File: config.mk
export PLATFORM = sky130hd
export DESIGN_NAME = rhe_ram
export DESIGN_NICKNAME = d
export VERILOG_FILES = /design/src/hw/rtl/rhe_ram.sv
export SDC_FILE = /design/constraint.sdc
export NUM_CORES = 2
export LEC_CHECK = 0
export ABC_AREA = 1
export CORE_AREA = 2 2 434 436
export DETAILED_ROUTE_END_ITERATION = 16
export DIE_AREA = 0 0 436 438
export DONT_BUFFER_PORTS = 1
export HOLD_SLACK_MARGIN = 0.1
export PLACE_DENSITY_LB_ADDON = 0.15
export SETUP_SLACK_MARGIN = 0.2
export SKIP_CTS_REPAIR_TIMING = 1
export SYNTH_ARGS = -nofsm -noshare
export SYNTH_HDL_FRONTEND = slang
export SYNTH_SLANG_ARGS = --single-unit
File: constraint.sdc
create_clock -name i_clk -period 1.55 [get_ports i_clk]
set_input_delay 0.155 -clock i_clk [delete_from_list [all_inputs] [get_ports i_clk]]
set_output_delay 0.155 -clock i_clk [all_outputs]
set_load 0.02 [all_outputs]
File: src/hw/rtl/rhe_ram.sv
// rhe_ram: generic simple dual-port RAM, one write and one registered read.
// No dependencies.
module rhe_ram #(
    parameter int W     = 8,
    parameter int DEPTH = 256
) (
    input  logic                     i_clk,
    input  logic                     i_wr_en,
    input  logic [$clog2(DEPTH)-1:0] i_wr_addr,
    input  logic [W-1:0]             i_wr_data,
    input  logic                     i_rd_en,
    input  logic [$clog2(DEPTH)-1:0] i_rd_addr,
    output logic [W-1:0]             o_rd_data
);

    logic [W-1:0] r_mem [DEPTH];
    logic [W-1:0] r_rd_data;

    always_ff @(posedge i_clk) begin
        if (i_wr_en) begin
            r_mem[i_wr_addr] <= i_wr_data;
        end
        if (i_rd_en) begin
            r_rd_data <= r_mem[i_rd_addr];
        end
    end

    assign o_rd_data = r_rd_data;

endmodule

==> results_dict.tcl <==
set metrics [dict create \
    first_pass_iters 6 \
    yosys-top-cells-area "edfxtp_1 74%, nand3_1 12%, nand2_1 9.5%" \
    hold_slack_ns -0.583 \
    drv_cap 0 \
    synth_fa_ha_area_frac 0 \
    rsz0062_at_grt "true" \
    floorplan.rows 159 \
    ant_nets 0 \
    via_per_inst 5.64 \
    layout_setup_ws_ns -0.500 \
    finalWirelength_mm 254 \
    post_synth.cell_area_avg_sq_um 11.9 \
    synth-simple-area-share 0.229 \
    wl_met3_mm 20.1 \
    timing.final.crit_share 1.32 \
    rr_startpoint "r_mem[119][6]" \
    path_clk_slew_ns 0.06 \
    async_reset_ff_frac 0 \
    yosys.area.top_type "edfxtp_1" \
    yosysMostFrequentCell "nand2_1" \
    place_hpwl_mm 128 \
    vias 56300 \
    clock_latency_ns 0.86 \
    synth_seq_area_share 0.740 \
    core_area_sq_um 187000 \
    fin_setup_tns_ns -10.57 \
    syn_nets 7030 \
    hp-class "input port to flip-flop" \
    drive_above_1_share 0.169 \
    ys_seq_elements 2056 \
    worst_slew_pin_slew_ns 1.20 \
    io_pins 35 \
    die_area_sq_um 191000 \
    power_density_nw_per_um2 1170 \
    cts_tree "done" \
    synth_compound_area_frac 0 \
    failed_checks "hold timing, setup timing" \
    fin_util 0.532 \
    grt_max_degree 1026 \
    clk_path_buf_depth 3 \
    placed_cell_area_sq_um 89400 \
    area_delta_synth_final_pct 19.0 \
    drt-met1-wl_mm 107 \
    cp_max_fo 513 \
    slowest_stage "clkinv_16" \
    slew_headroom 0.197 \
    fin_area_sq_um 99300 \
    yosysWarnings 0 \
    crit_arrival_ns 2.66 \
    min_from "i_wr_data[0]" \
    hold_viol_final 2056 \
    fin_nets 7319 \
    grt_pass1_wl_mm 355 \
    wire_per_inst_um 25.5 \
    root_buffer "clkbuf_16" \
    status "finished with violations" \
    finalPower_mw 117 \
    yosysUniqueCellTypes 13 \
    synth-main-ff-cell "edfxtp_1" \
    required_ns 2.16 \
    hold_end "r_mem[168][0]" \
    overflow 0 \
    worstHoldPathCells 0 \
    top_layer_used "met4" \
    vdd_drop_max_v 0.00128 \
    slowest_delay_ns 0.23 \
    first_iter_violations 6534 \
    htreeDepth 4 \
    synth_area_sq_um 83500 \
    synthMuxAreaShare 0 \
    r2r_cells 10 \
    r2r_end "o_rd_data[6]" \
    cts_buffers 210 \
    grt_pass1_vias 52400 \
    synth_cells 7003 \
    synth_top_family_by_area "simple AND/OR/NAND/NOR gates" \
    p_leak_nw 35.1 \
    crit_top_cell "nand3_1" \
    antenna_found_initial 8 \
    critPathKind "input port to flip-flop" \
    finalMaxSlewViolations 0 \
    drc 0 \
    track_usage 0.249 \
    wl_met2_mm 120 \
    period_minus_slack_ns 2.05 \
    synth_xor_xnor_area_share 0 \
    synth_common_cells "2123 x nand2_1, 2056 x edfxtp_1, 2019 x nand3_1, 283 x nor2_1, 268 x buf_2" \
    routabilityCongestion 0.850 \
    port_buffers 0 \
    critPathLaunchType "input port" \
    synth_edf_count 2056 \
    synth.top_cell.area_share 0.740 \
    fp.dieH_um 438 \
    cts_sinks 2056 \
    finalClockSkew_ns 0.0277 \
    endpoint_kind "flip-flop" \
    fp.dieW_um 436 \
    setup_viol 205 \
    start_util 0.447 \
    crit_chain "clkinv_16, buf_4, buf_12, buf_16, clkbuf_16, nand3_1, nand3_1, nand3_1, nand3_2, nand3_1, nand3_1, nand2_4, nand2_1, nand2_1" \
    fmax_ghz 0.488 \
    r2r_slack_ns -0.18 \
]
## cell families after synthesis
family        count (synthesis)
flops                      2056
buf+inv                     522
simple gates               4425
## through the flow
step,setup WS (ns),std cells,hold WS [ns]
6_report,-0.500,9972,-0.583
5_1_grt,-0.281,9972,-0.624
4_1_cts,-0.644,9902,-0.647
3_5_place_dp,-1.42,9509,0.271
3_3_place_gp,-1.60,9509,0.271
2_1_floorplan,0.0209,7003,0.254
## how the worst max path moves through the flow
| stage | startpoint | end | slack (ns) | cells past startpoint |
|---|---|---|---|---|
| 2_1_floorplan | i_rd_addr[0] | o_rd_data[7] | 0.02 | 15 |
| 3_3_place_gp | i_rd_addr[0] | o_rd_data[1] | -1.60 | 13 |
| 3_5_place_dp | i_rd_addr[0] | o_rd_data[1] | -1.42 | 13 |
| 4_1_cts | r_mem[119][1] | o_rd_data[1] | -0.64 | 10 |
| 5_1_grt | i_rd_addr[1] | o_rd_data[5] | -0.28 | 14 |
| 6_report | i_rd_addr[1] | o_rd_data[5] | -0.50 | 14 |
## cell type report
type / count / area, sq um
clock inverters: 122 / 931
inverters: 39 / 199
well taps: 2495 / 3120
fillers: 15900 / 87300
repair buffers: 560 / 6100
multi-input cells: 4425 / 21700
clock buffers: 271 / 5570
flip-flops and latches: 2056 / 61700
diodes: 4 / 10.0
## layer usage
| metal | global-route usage | up-vias |
|---|---|---|
| met1 | 0.354 | 28100 |
| met5 | 0 | - |
| li1 | - | 25500 |
| met2 | 0.394 | 2310 |
| met4 | 0.0787 | 0 |
| met3 | 0.0401 | 367 |
## critical path: cells and delay by family
kind / cells / cell delay [ns]
buffers and inverters: 5 / 0.92
and+or+nand+nor: 9 / 1.00
## layout by cell type, fill, tap and decap left out, types with 18 or more instances in the layout
cell type / n
buf_12: 93
buf_4: 400
clkbuf_1: 57
clkbuf_16: 235
clkinv_1: 54
clkinv_2: 39
dlygate4sd3_1: 18
edfxtp_1: 2056
inv_1: 34
nand2_1: 2090
nand2_2: 25
nand3_1: 1660
nand3_2: 311
nand3_4: 48
nor2_1: 243
nor2_4: 30
## flip-flops by register name (all words and copies together), names as in the netlist
register and cells:
o_rd_data 8, r_mem 2048
## where the power goes
part / internal (mW) / switching (mW) / leakage, nW
sequential: 61.3 / 0.0947 / 18.5
clock: 27.3 / 21.1 / 3.18
combinational: 2.34 / 4.51 / 13.5
total: 90.9 / 25.7 / 35.1
Power figures use the tool's default switching activity.
